$ cat config.mk
export PLATFORM = sky130hd
export DESIGN_NAME = scrolling_seven_segment_text_unit
export DESIGN_NICKNAME = d
export VERILOG_FILES = /design/src/design/sstu_pkg.sv /design/src/design/sstu_ram.sv /design/src/design/scrolling_seven_segment_text_unit.sv
export SDC_FILE = /design/constraint.sdc
export NUM_CORES = 1
export LEC_CHECK = 0
export ABC_AREA = 1
export BUFFER_PORTS_ARGS = -buffer_cell sky130_fd_sc_hd__buf_2
export CAP_MARGIN = 20
export CORE_MARGIN = 2
export CORE_UTILIZATION = 55
export CTS_CLUSTER_SIZE = 25
export DETAILED_ROUTE_END_ITERATION = 10
export MAX_ROUTING_LAYER = met4
export PLACE_DENSITY = 0.77
export SKIP_LAST_GASP = 1
export SLEW_MARGIN = 20
export SYNTH_ARGS = -nofsm -noshare
export SYNTH_HDL_FRONTEND = slang
export SYNTH_SLANG_ARGS = --single-unit
$ cat constraint.sdc
create_clock -name i_clk -period 4.3 [get_ports i_clk]
set_clock_uncertainty 0.2 [all_clocks]
set_input_delay 0.215 -clock i_clk [delete_from_list [all_inputs] [get_ports i_clk]]
set_output_delay 0.215 -clock i_clk [all_outputs]
set_load 0.05 [all_outputs]
$ cat src/design/sstu_pkg.sv
`timescale 1ns / 1ps
`default_nettype none

package sstu_pkg;

    localparam int LINE_DEPTH  = 32;
    localparam int DIGIT_COUNT = 3;

    localparam int ADDR_W = $clog2(LINE_DEPTH);
    localparam int SUM_W  = $clog2(LINE_DEPTH + DIGIT_COUNT + 1);
    localparam int DIG_W  = (DIGIT_COUNT > 1) ? $clog2(DIGIT_COUNT) : 1;
    localparam int CHAR_W = 8;
    localparam int SEG_W  = 8;
    localparam int DEN_W  = 3;
    localparam int CFG_W  = 14;
    localparam int CIDX_W = 2;
    localparam int HOLD_W = 16;

    localparam logic [CHAR_W-1:0] LINE_END_CHAR = 8'h24;

    localparam logic [CFG_W-1:0] FIRST_HOLD_RST = 14'd2000;
    localparam logic [CFG_W-1:0] STEP_HOLD_RST  = 14'd500;
    localparam logic [CFG_W-1:0] LAST_EXTRA_RST = 14'd1500;

    localparam logic [CIDX_W-1:0] REG_FIRST_HOLD = 2'd0;
    localparam logic [CIDX_W-1:0] REG_STEP_HOLD  = 2'd1;
    localparam logic [CIDX_W-1:0] REG_LAST_EXTRA = 2'd2;

    localparam int FONT_N = 37;
    localparam logic [SEG_W-1:0] FONT [FONT_N] = '{
        8'h84,
        8'hD7, 8'h06, 8'hE3, 8'hA7, 8'h36, 8'hB5, 8'hF5, 8'h07, 8'hF7, 8'hB7,
        8'h77, 8'hF4, 8'hD1, 8'hE6, 8'hF1, 8'h71, 8'hD5, 8'h76, 8'h06, 8'hC6,
        8'hF2, 8'hD0, 8'h45, 8'h64, 8'hE4, 8'h73, 8'h37, 8'h60, 8'hB5, 8'hF0,
        8'hD6, 8'h52, 8'h92, 8'h56, 8'hB6, 8'hC3
    };

    // one write port and one read address per cycle
    typedef struct packed {
        logic              we;
        logic [ADDR_W-1:0] waddr;
        logic [CHAR_W-1:0] wdata;
        logic [ADDR_W-1:0] raddr;
    } t_ram_req;

    function automatic logic [SEG_W-1:0] glyph(input logic [CHAR_W-1:0] c);
        logic [CHAR_W-1:0] off;
        off = '0;
        if (c == 8'h2E) begin
            return FONT[0];
        end else if (c >= 8'h30 && c <= 8'h39) begin
            off = c - 8'h30;
            return FONT[6'(off) + 6'd1];
        end else if (c >= 8'h41 && c <= 8'h5A) begin
            off = c - 8'h41;
            return FONT[6'(off) + 6'd11];
        end else if (c >= 8'h61 && c <= 8'h7A) begin
            off = c - 8'h61;
            return FONT[6'(off) + 6'd11];
        end
        return '0;
    endfunction

endpackage

`default_nettype wire

$ cat src/design/sstu_ram.sv
`timescale 1ns / 1ps
`default_nettype none

module sstu_ram (
    input  wire logic                          i_clk,
    input  wire sstu_pkg::t_ram_req            i_req,
    output logic [sstu_pkg::CHAR_W-1:0]        o_rdata
);

    logic [sstu_pkg::CHAR_W-1:0] r_mem [sstu_pkg::LINE_DEPTH];

    always_ff @(posedge i_clk) begin
        if (i_req.we) begin
            r_mem[i_req.waddr] <= i_req.wdata;
        end
        o_rdata <= r_mem[i_req.raddr];
    end

endmodule

`default_nettype wire

$ cat src/design/scrolling_seven_segment_text_unit.sv
`timescale 1ns / 1ps
`default_nettype none

// Tick: S_OUT follows S_IDLE if no line is shown, else S_RD1, S_RD2 and, on an
//   advance, S_RD3 (one display read per cycle); S_OUT waits for the output register.
// Byte: taken in S_IDLE; a line's first byte adds a receive store sweep (S_CLR),
//   a terminating byte a receive-to-display copy through one read port (S_COPY).
// Reset (synchronous, active low): control cleared, then an S_INIT pass zeroes
//   the receive store while no item is taken; configuration writes work throughout.

module scrolling_seven_segment_text_unit (
    input  wire logic                          i_clk,
    input  wire logic                          i_rst_n,
    input  wire logic                          i_valid,
    output logic                               o_ready,
    input  wire logic                          i_action,
    input  wire logic [sstu_pkg::CHAR_W-1:0]   i_rx_byte,
    output logic                               o_valid,
    input  wire logic                          i_ready,
    output logic [sstu_pkg::SEG_W-1:0]         o_segments,
    output logic [sstu_pkg::DEN_W-1:0]         o_digit_enable,
    output logic                               o_scrolling,
    input  wire logic                          i_cfg_we,
    input  wire logic [sstu_pkg::CIDX_W-1:0]   i_cfg_index,
    input  wire logic [sstu_pkg::CFG_W-1:0]    i_cfg_data
);

    typedef enum logic [8:0] {
        S_INIT  = 9'b000000001,
        S_IDLE  = 9'b000000010,
        S_CLR   = 9'b000000100,
        S_COPY  = 9'b000001000,
        S_CEND  = 9'b000010000,
        S_RD1   = 9'b000100000,
        S_RD2   = 9'b001000000,
        S_RD3   = 9'b010000000,
        S_OUT   = 9'b100000000
    } t_state;

    localparam logic [sstu_pkg::ADDR_W-1:0] LAST_IDX =
        sstu_pkg::ADDR_W'(sstu_pkg::LINE_DEPTH - 1);
    localparam logic [sstu_pkg::DIG_W-1:0] LAST_DIG =
        sstu_pkg::DIG_W'(sstu_pkg::DIGIT_COUNT - 1);
    localparam logic [sstu_pkg::SUM_W-1:0] DEPTH_S =
        sstu_pkg::SUM_W'(sstu_pkg::LINE_DEPTH);

    t_state r_state, n_state;

    logic [sstu_pkg::CFG_W-1:0]  r_first, r_step, r_extra;

    logic [sstu_pkg::ADDR_W-1:0] r_rx_cnt, n_rx_cnt;
    logic [sstu_pkg::ADDR_W-1:0] r_idx, n_idx;
    logic [sstu_pkg::CHAR_W-1:0] r_byte, n_byte;
    logic                        r_cp_vld, n_cp_vld;
    logic [sstu_pkg::ADDR_W-1:0] r_cp_idx, n_cp_idx;

    logic                        r_active, n_active;
    logic [sstu_pkg::ADDR_W-1:0] r_pos, n_pos;
    logic [sstu_pkg::HOLD_W-1:0] r_hold, n_hold;
    logic [sstu_pkg::DIG_W-1:0]  r_digit, n_digit;
    logic                        r_oob, n_oob;

    // staged result of the tick in flight
    logic [sstu_pkg::SEG_W-1:0]  r_res_seg, n_res_seg;
    logic [sstu_pkg::DEN_W-1:0]  r_res_den, n_res_den;
    logic                        r_res_scr, n_res_scr;

    // output register
    logic                        r_o_valid, n_o_valid;
    logic [sstu_pkg::SEG_W-1:0]  r_o_seg, n_o_seg;
    logic [sstu_pkg::DEN_W-1:0]  r_o_den, n_o_den;
    logic                        r_o_scr, n_o_scr;

    sstu_pkg::t_ram_req          rx_req, disp_req;
    logic [sstu_pkg::CHAR_W-1:0] rx_rdata, disp_rdata;
    logic [sstu_pkg::CHAR_W-1:0] disp_ch;

    logic                        in_acc;
    logic [sstu_pkg::SUM_W-1:0]  sum_cur, sum_la, sum_la1;
    logic [7:0]                  den_full;

    sstu_ram u_rx_ram (
        .i_clk   (i_clk),
        .i_req   (rx_req),
        .o_rdata (rx_rdata)
    );

    sstu_ram u_disp_ram (
        .i_clk   (i_clk),
        .i_req   (disp_req),
        .o_rdata (disp_rdata)
    );

    assign o_ready        = (r_state == S_IDLE);
    assign in_acc         = i_valid && o_ready;
    assign o_valid        = r_o_valid;
    assign o_segments     = r_o_seg;
    assign o_digit_enable = r_o_den;
    assign o_scrolling    = r_o_scr;

    // a store index at or past the end reads as zero
    assign disp_ch  = r_oob ? '0 : disp_rdata;
    assign sum_cur  = sstu_pkg::SUM_W'(r_pos) + sstu_pkg::SUM_W'(r_digit);
    assign sum_la   = sstu_pkg::SUM_W'(r_pos) + sstu_pkg::SUM_W'(sstu_pkg::DIGIT_COUNT);
    assign sum_la1  = sum_la + sstu_pkg::SUM_W'(1);
    // active-low select; digits past the third fall off the 3-bit field
    assign den_full = ~(8'd1 << r_digit);

    always_comb begin
        n_state   = r_state;
        n_rx_cnt  = r_rx_cnt;
        n_idx     = r_idx;
        n_byte    = r_byte;
        n_cp_vld  = 1'b0;
        n_cp_idx  = r_cp_idx;
        n_active  = r_active;
        n_pos     = r_pos;
        n_hold    = r_hold;
        n_digit   = r_digit;
        n_oob     = r_oob;
        n_res_seg = r_res_seg;
        n_res_den = r_res_den;
        n_res_scr = r_res_scr;
        n_o_valid = r_o_valid && !i_ready;
        n_o_seg   = r_o_seg;
        n_o_den   = r_o_den;
        n_o_scr   = r_o_scr;

        rx_req       = '0;
        disp_req     = '0;
        // copy pipeline: write the word read out of the receive store last cycle
        disp_req.we    = r_cp_vld;
        disp_req.waddr = r_cp_idx;
        disp_req.wdata = rx_rdata;

        unique case (r_state)
            S_INIT: begin
                rx_req.we    = 1'b1;
                rx_req.waddr = r_idx;
                rx_req.wdata = '0;
                if (r_idx == LAST_IDX) begin
                    n_idx   = '0;
                    n_state = S_IDLE;
                end else begin
                    n_idx = r_idx + 1'b1;
                end
            end
            S_IDLE: begin
                if (in_acc) begin
                    if (!i_action) begin
                        if (i_rx_byte == sstu_pkg::LINE_END_CHAR || r_rx_cnt == LAST_IDX) begin
                            // terminate the line, drop the byte, start the copy
                            rx_req.we    = 1'b1;
                            rx_req.waddr = r_rx_cnt;
                            rx_req.wdata = '0;
                            n_rx_cnt     = '0;
                            n_pos        = '0;
                            n_active     = 1'b1;
                            n_hold       = sstu_pkg::HOLD_W'(r_first);
                            n_idx        = '0;
                            n_state      = S_COPY;
                        end else if (r_rx_cnt == '0) begin
                            // line start: sweep the store, first entry gets the byte
                            n_byte  = i_rx_byte;
                            n_idx   = '0;
                            n_state = S_CLR;
                        end else begin
                            rx_req.we    = 1'b1;
                            rx_req.waddr = r_rx_cnt;
                            rx_req.wdata = i_rx_byte;
                            n_rx_cnt     = r_rx_cnt + 1'b1;
                        end
                    end else if (r_active) begin
                        disp_req.raddr = sum_cur[sstu_pkg::ADDR_W-1:0];
                        n_oob          = (sum_cur >= DEPTH_S);
                        n_state        = S_RD1;
                    end else begin
                        n_res_seg = '0;
                        n_res_den = '1;
                        n_res_scr = 1'b0;
                        n_state   = S_OUT;
                    end
                end
            end
            S_CLR: begin
                rx_req.we    = 1'b1;
                rx_req.waddr = r_idx;
                rx_req.wdata = (r_idx == '0) ? r_byte : '0;
                if (r_idx == LAST_IDX) begin
                    n_rx_cnt = sstu_pkg::ADDR_W'(1);
                    n_idx    = '0;
                    n_state  = S_IDLE;
                end else begin
                    n_idx = r_idx + 1'b1;
                end
            end
            S_COPY: begin
                rx_req.raddr = r_idx;
                n_cp_vld     = 1'b1;
                n_cp_idx     = r_idx;
                if (r_idx == LAST_IDX) begin
                    n_idx   = '0;
                    n_state = S_CEND;
                end else begin
                    n_idx = r_idx + 1'b1;
                end
            end
            S_CEND: begin
                // last copy write drains here
                n_state = S_IDLE;
            end
            S_RD1: begin
                n_res_seg      = sstu_pkg::glyph(disp_ch);
                n_res_den      = den_full[sstu_pkg::DEN_W-1:0];
                n_res_scr      = 1'b1;
                disp_req.raddr = sum_la[sstu_pkg::ADDR_W-1:0];
                n_oob          = (sum_la >= DEPTH_S);
                n_state        = S_RD2;
            end
            S_RD2: begin
                if (r_hold != '0) begin
                    n_hold  = r_hold - 1'b1;
                    n_state = S_OUT;
                end else if (disp_ch != '0) begin
                    // advance and look one place further for the final view
                    n_hold         = sstu_pkg::HOLD_W'(r_step);
                    n_pos          = r_pos + 1'b1;
                    disp_req.raddr = sum_la1[sstu_pkg::ADDR_W-1:0];
                    n_oob          = (sum_la1 >= DEPTH_S);
                    n_state        = S_RD3;
                end else begin
                    n_active = 1'b0;
                    n_hold   = '0;
                    n_state  = S_OUT;
                end
            end
            S_RD3: begin
                if (disp_ch == '0) begin
                    n_hold = r_hold + sstu_pkg::HOLD_W'(r_extra);
                end
                n_state = S_OUT;
            end
            S_OUT: begin
                // hold until the output register is free
                if (!r_o_valid || i_ready) begin
                    n_o_valid = 1'b1;
                    n_o_seg   = r_res_seg;
                    n_o_den   = r_res_den;
                    n_o_scr   = r_res_scr;
                    n_digit   = (r_digit == LAST_DIG) ? '0 : r_digit + 1'b1;
                    n_state   = S_IDLE;
                end
            end
            default: begin
                n_state = S_IDLE;
            end
        endcase
    end

    always_ff @(posedge i_clk) begin
        if (!i_rst_n) begin
            r_state   <= S_INIT;
            r_rx_cnt  <= '0;
            r_idx     <= '0;
            r_cp_vld  <= 1'b0;
            r_active  <= 1'b0;
            r_pos     <= '0;
            r_hold    <= '0;
            r_digit   <= '0;
            r_o_valid <= 1'b0;
        end else begin
            r_state   <= n_state;
            r_rx_cnt  <= n_rx_cnt;
            r_idx     <= n_idx;
            r_cp_vld  <= n_cp_vld;
            r_active  <= n_active;
            r_pos     <= n_pos;
            r_hold    <= n_hold;
            r_digit   <= n_digit;
            r_o_valid <= n_o_valid;
        end
    end

    always_ff @(posedge i_clk) begin
        r_byte    <= n_byte;
        r_cp_idx  <= n_cp_idx;
        r_oob     <= n_oob;
        r_res_seg <= n_res_seg;
        r_res_den <= n_res_den;
        r_res_scr <= n_res_scr;
        r_o_seg   <= n_o_seg;
        r_o_den   <= n_o_den;
        r_o_scr   <= n_o_scr;
    end

    // configuration registers; an index past the list is dropped
    always_ff @(posedge i_clk) begin
        if (!i_rst_n) begin
            r_first <= sstu_pkg::FIRST_HOLD_RST;
            r_step  <= sstu_pkg::STEP_HOLD_RST;
            r_extra <= sstu_pkg::LAST_EXTRA_RST;
        end else if (i_cfg_we) begin
            if (i_cfg_index == sstu_pkg::REG_FIRST_HOLD) begin
                r_first <= i_cfg_data;
            end
            if (i_cfg_index == sstu_pkg::REG_STEP_HOLD) begin
                r_step <= i_cfg_data;
            end
            if (i_cfg_index == sstu_pkg::REG_LAST_EXTRA) begin
                r_extra <= i_cfg_data;
            end
        end
    end

endmodule

`default_nettype wire

### After elaboration in Yosys (flattened, before gate mapping)

Memory sizes are Yosys's and may differ from the RTL's. A register that Yosys moved wholly into a read port is not among the register bits.
Cells that the tools add are included.

* memories: 5
* memory bits (writable): 512
* bits in registers: 125
* output and inout port bits: 14
* ROM bits: 1536

Memories
* (no name shown): depth 64, bits a word 8, read ports 1, clocked after memory_dff 0, write ports 0, RTL line sstu_pkg.sv:59 `return FONT[6'(off) + 6'd11];`
* (no name shown): depth 64, bits a word 8, read ports 1, clocked after memory_dff 0, write ports 0, RTL line sstu_pkg.sv:56 `return FONT[6'(off) + 6'd11];`
* (no name shown): depth 64, bits a word 8, read ports 1, clocked after memory_dff 0, write ports 0, RTL line sstu_pkg.sv:53 `return FONT[6'(off) + 6'd1];`
* u_disp_ram.r_mem: depth 32, bits a word 8, read ports 1, clocked after memory_dff 1, write ports 1, RTL line sstu_ram.sv:10 `logic [sstu_pkg::CHAR_W-1:0] r_mem [sstu_pkg::LINE_DEPTH];`
* u_rx_ram.r_mem: depth 32, bits a word 8, read ports 1, clocked after memory_dff 1, write ports 1, RTL line sstu_ram.sv:10

* $lt $le $gt $ge: 12
* shift-type cells: 1
* eq/ne operators: 32
* $add $sub $neg: 15
* muxes and demuxes: 98
* bitwise logic cells: 6
* reduce and logical (&&, ||, !) cells: 36

Operators with widths (count)
* $mux W8: 16
* $mux W5: 21
* $mux W9: 10
* $mux W16: 5
* $mux W14: 5
* $pmux W9 S7: 1
* $pmux W16 S3: 1
* $pmux W14 S3: 1
* $pmux W5 S2: 3
* $mux W1: 25
* $ge A7 B7 Y1 const B: 3
* $not A6 Y7: 3
* $reduce_and A5 Y1: 4
* $ge A6 B6 Y1 const B: 3
* $ne A2 B2 Y1 const B: 9
* $reduce_and A6 Y1: 3
* $add A16 B14 Y16: 1
* $eq A8 B6 Y1 const B: 2
* $ge A8 B7 Y1 const B: 2
* $le A8 B7 Y1 const B: 2
* $pmux W8 S2: 1
* $reduce_bool A16 Y1: 1
* $sub A16 B1 Y16 const B: 1
* $add A5 B1 Y5 const B: 3
* other kinds (46): 74

### Longest topological paths before layout

* depth after elaboration: 13
* mapped depth: 18
* gate-level depth less buffers: 16

### Cells and area by module

A second synthesis with hierarchy kept.

* cells, all modules: 3170
* area, all modules: 30255.3 µm²

Modules (own cells, without submodules)
* sstu_ram: times used 2, cells each 922, area an instance 10786.6 µm², seq. area each 7847.5 µm²
* scrolling_seven_segment_text_unit: times used 1, cells each 1326, area an instance 8682.1 µm², seq. area each 2822.7 µm²

### Worst setup path before layout

Ideal clock, no wire load.

* path type: register to register
* from: register r_state[7]
* to: memory u_rx_ram.r_mem[0][0] in the netlist's numbering (data pin)
* slack: 1.152 ns
* stages on the path, launching flop included: 8
* required time: 3.646 ns
* arrival time: 2.493 ns
* cells stage by stage: dfxtp_1 -> nor2_1 -> nand2_2 -> nor3_2 -> nand2_1 -> inv_1 -> nand4_1 -> o21ai_0

RTL lines
* start: declaration: RTL line scrolling_seven_segment_text_unit.sv:47 `t_state r_state, n_state;`
* start signal: assignment: RTL line scrolling_seven_segment_text_unit.sv:272 `r_state <= n_state;`
* end: declaration: RTL line sstu_ram.sv:10

### Final worst setup path

* from: register r_state[2]
* to: memory u_rx_ram.r_mem[18][1] in the netlist's numbering, enable pin

* cells in the longest elaborated chain, start to end: 6
* elaborated cells between the ends (all ways): 8
* those cells by class: 3 x eq/ne; 4 x mux; 1 x reduce/logical

Ends and longest elaborated chain
* $eq A9 B2 Y1: RTL line scrolling_seven_segment_text_unit.sv:94, scrolling_seven_segment_text_unit.sv:136
* $logic_and A1 B1 Y1: RTL line scrolling_seven_segment_text_unit.sv:95 `assign in_acc = i_valid && o_ready;`
* $mux W14: RTL line scrolling_seven_segment_text_unit.sv:149 `if (in_acc) begin`
* $pmux W14 S3 (*): RTL line scrolling_seven_segment_text_unit.sv:136 `unique case (r_state)`
* $mux W1: RTL line sstu_ram.sv:13 `if (i_req.we) begin`
* $mux W1 (implied by the code): RTL line sstu_ram.sv:14 `r_mem[i_req.waddr] <= i_req.wdata;`

Every way passes the cells marked *; elsewhere a longest branch is shown, timed or not.

==> run metrics <==
maximum number of pins on one net before global-route repair 193; nets@finish 3,092; result of the run complete, no violations; global-route total usage across every layer 27.50%; maximum clock path buffer count 3; number of routed nets with antenna violations 0; area growth from synthesis to layout 11.12%; unrepaired setup endpoints after global routing false; die boundary height 237.3 um; vias after detailed routing 22,664; maximum clock frequency 0.2804 GHz; half-perimeter wire length after placement 47,420 um; crit path cell chain nor2_1 -> nand2_1 -> nor2_4 -> nand2_4 -> nor2_2 -> nand2_1 -> inv_1 -> nand2_1 -> o22ai_1 -> nand3_1 -> nor2_1; static power due to leakage 12.55 nW; category of the worst setup path capture point flop; share of flip-flops with an asynchronous set or reset after synthesis 0%; wire length of the first global-routing pass 118,300 um; peak supply drop 431.5 uV; sum of overflow across all layers after global routing 0; combinational group share of total power 11.9%; worst hold slack across all endpoints 0.1222 ns; synthesized flop and latch total 651; count of flip-flops with a built-in enable after synthesis 548; endpoints failing setup 0; worst hold path stage count 2; number of placement rows 85; Internal Dissipation 11.06 mW; Ant. Diodes 0; Hold Path Origin i_rx_byte[5]; most numerous cell on the critical path nand2_1; Mapped Avg Cell Area 10.07 sq um; highest-delay cell along the critical path nor2_1; count of different cell masters after synthesis 58; area of the core 53,810 sq um; number of max-cap violations 0; critical path's largest stage delay 0.76 ns; cells taking the most area after synthesis edfxtp_1, nand3_1, nand2_1, dfxtp_1, inv_1; proportion of power drawn by the clock network 38.8%; Final Wtd Congestion 0.9308; number of cells upsized or downsized after cts 0; fraction of the yosys area taken by sequential cells 61.88%; fraction of final layout cells sized beyond drive strength 1 8.030%; cell type with the largest total area after synthesis edfxtp_1; source of the worst register-to-register timing path r_state[2]; type of the setup path with the least slack reg -> reg; Hold Vio Cnt, Final 0; final-layout setup total negative slack 0 ns; count of port buffers added during placement 42; Skew-Pair Late Insertion Delay 0.62 ns; netlist area before placement 29,920 sq um; depth of the CTS H-tree 3; initial cell density of the core 55.61%; critical path peak fanout 10; switching share of power 25.93%; CTS Buf Count 69; yosys synthesis warning count 0; Hold WC Path Type in -> reg; via count of the first global-routing pass 21,735; per-cell routed wire length 19.98 um; count of final max-slew check failures 0; Hold Crit Endpoint r_byte[5]; critical path required time 4.33 ns; post-layout minimum cycle time 3.567 ns; I/O pins 44; clock tree from TritonCTS done; most used cells in the layout excluding fill and tap cells nand2_1, edfxtp_1, nand3_1; total routed wirelength 75,380 um; switching pwr 3.872 mW; synthesized instance count 2,973; flop2flop setup slack 0.73 ns; relative slew slack 26.86%; portion of synthesized cell area occupied by the leading cell type 54.99%; DRT Pass-1 Iters 6; power per unit of standard cell area 449.1 nW/um^2; DR vias/cell 6.008; relative contribution of sequential cells to total power 49.3%; fill cell instance count of the final layout 4,177; die outline area 56,290 sq um; remaining routing DRC violations 0; number of antenna violations at the first check in global routing 0; slew at the pin closest to its max-slew limit 1.096 ns; r2r worst-path depth 11; total clock sinks 651; Worst-path clk slew 0.06 ns; width of the chip 237.3 um; root buffer selected by CTS clkbuf_16; Initial DRC Count 2,873; worst reg2reg path endpoint u_rx_ram.r_mem[18][1]; top flip-flop cell by instance count after synthesis edfxtp_1; Tcrit/Tclk final 82.95%; arrival time reported for the critical path endpoint 3.60 ns; critical path startpoint category flop; Post-Syn Nets 3,043; most frequent standard cell in the layout excluding fill and tap cells nand2_1
## critical path: cells and delay by family (launching register included)
kind / cells / cell delay [ns]
compound gates: 1 / 0.23
buf+inv: 1 / 0.09
flops: 1 / 0.33
simple gates: 9 / 2.30
## power by group through the flow
stage / Sequential (mW) / Clock (mW) / Combinational (mW)
after floorplan: 7.56 / 0 / 1.02
after global placement: 7.49 / 0 / 1.67
after detailed placement: 7.50 / 0 / 1.70
after CTS: 7.36 / 5.83 / 1.73
after global routing: 7.38 / 6.11 / 1.94
final: 7.37 / 5.79 / 1.77
## sequential cells by signal (all words and copies together), names as in the netlist, 8 cells and up
signal              cells
r_state                 9
r_hold                 16
r_first                14
u_rx_ram.r_mem        256
u_disp_ram.r_mem      256
u_rx_ram.o_rdata        8
r_byte                  8
u_disp_ram.o_rdata      8
r_step                 14
r_extra                14
## repair_timing
item | in CTS | in global routing
hold buffers | 33 | 0
endpoints found under the setup margin | 0 | 0
buffers inserted | 0 | 0
endpoints found under the hold margin | 65 | 0
## per-layer routing
layer	track usage, %	vias to the layer above	wire length (um)
li1	-	10476	-
met1	35.63	10773	30140
met2	43.72	1217	36060
met3	4.308	198	6550
met4	11.15	0	2625
met5	-	-	0
## cell type report
type | instances | area (sq um) | area share (%)
clock buffers | 93 | 1911 | 5.746
inverters | 312 | 1174 | 3.530
clock inverters | 32 | 295.3 | 0.8880
multi-input cells | 1872 | 9572 | 28.79
flip-flops and latches | 651 | 18520 | 55.69
well taps | 696 | 870.8 | 2.619
repair buffers | 116 | 910.9 | 2.739
## worst max-delay path by stage
stage,startpoint,endpoint,depth (start not counted)
floorplan,r_state[7],u_rx_ram.r_mem[0][0],7
global placement,r_oob,r_res_seg[4],14
detailed placement,r_state[2],u_rx_ram.r_mem[18][1],11
CTS,r_state[2],u_rx_ram.r_mem[18][3],11
global route,r_state[2],u_rx_ram.r_mem[18][1],11
finish,r_state[2],u_rx_ram.r_mem[18][1],11
## through the flow
stage	instance area [sq um]	power, mW	instances	worst slack [ns]	utilization, %
after global routing	33250	15.43	3772	0.4386	61.79
after detailed placement	30710	9.192	3614	0.8497	57.08
after floorplan	29920	8.586	2973	1.152	-
after CTS	33250	14.93	3772	0.8245	61.79
final	33250	14.93	3772	0.7331	61.79
after global placement	30710	9.155	3614	0.9513	57.08
## cells by family (layout without fill, tap and decap cells)
group | Yosys count | in the layout | share of synthesized area [%]
simple gates | 1441 | 1441 | 21.54
flops | 651 | 651 | 61.88
buf+inv | 450 | 553 | 6.305
compound gates | 365 | 365 | 7.781
fa+ha+maj | 40 | 40 | 1.723
xor+xnor | 25 | 25 | 0.7568
other cells | 1 | 1 | 0.01253
## Yosys cell counts (3+ instances only)
master / n
nand2_1: 586
edfxtp_1: 548
nand3_1: 543
inv_1: 298
nor2_1: 210
o211ai_1: 140
dfxtp_1: 103
o21ai_0: 89
a21oi_1: 81
buf_2: 49
clkbuf_1: 46
ha_1: 38
buf_4: 32
nand3b_1: 22
nor3_1: 20
xor2_1: 18
nand4_1: 15
o22ai_1: 14
nand2_2: 10
buf_1: 9
inv_2: 9
nor2_2: 9
or2_2: 6
xnor2_1: 6
o21ai_1: 5
o221ai_1: 5
a211oi_1: 4
a31oi_1: 4
clkinv_1: 4
nor2_4: 4
o2111ai_1: 4
a21o_1: 3
nor4_1: 3
o21bai_1: 3
o31ai_1: 3
Note: power is estimated with default switching activity, not from simulation.
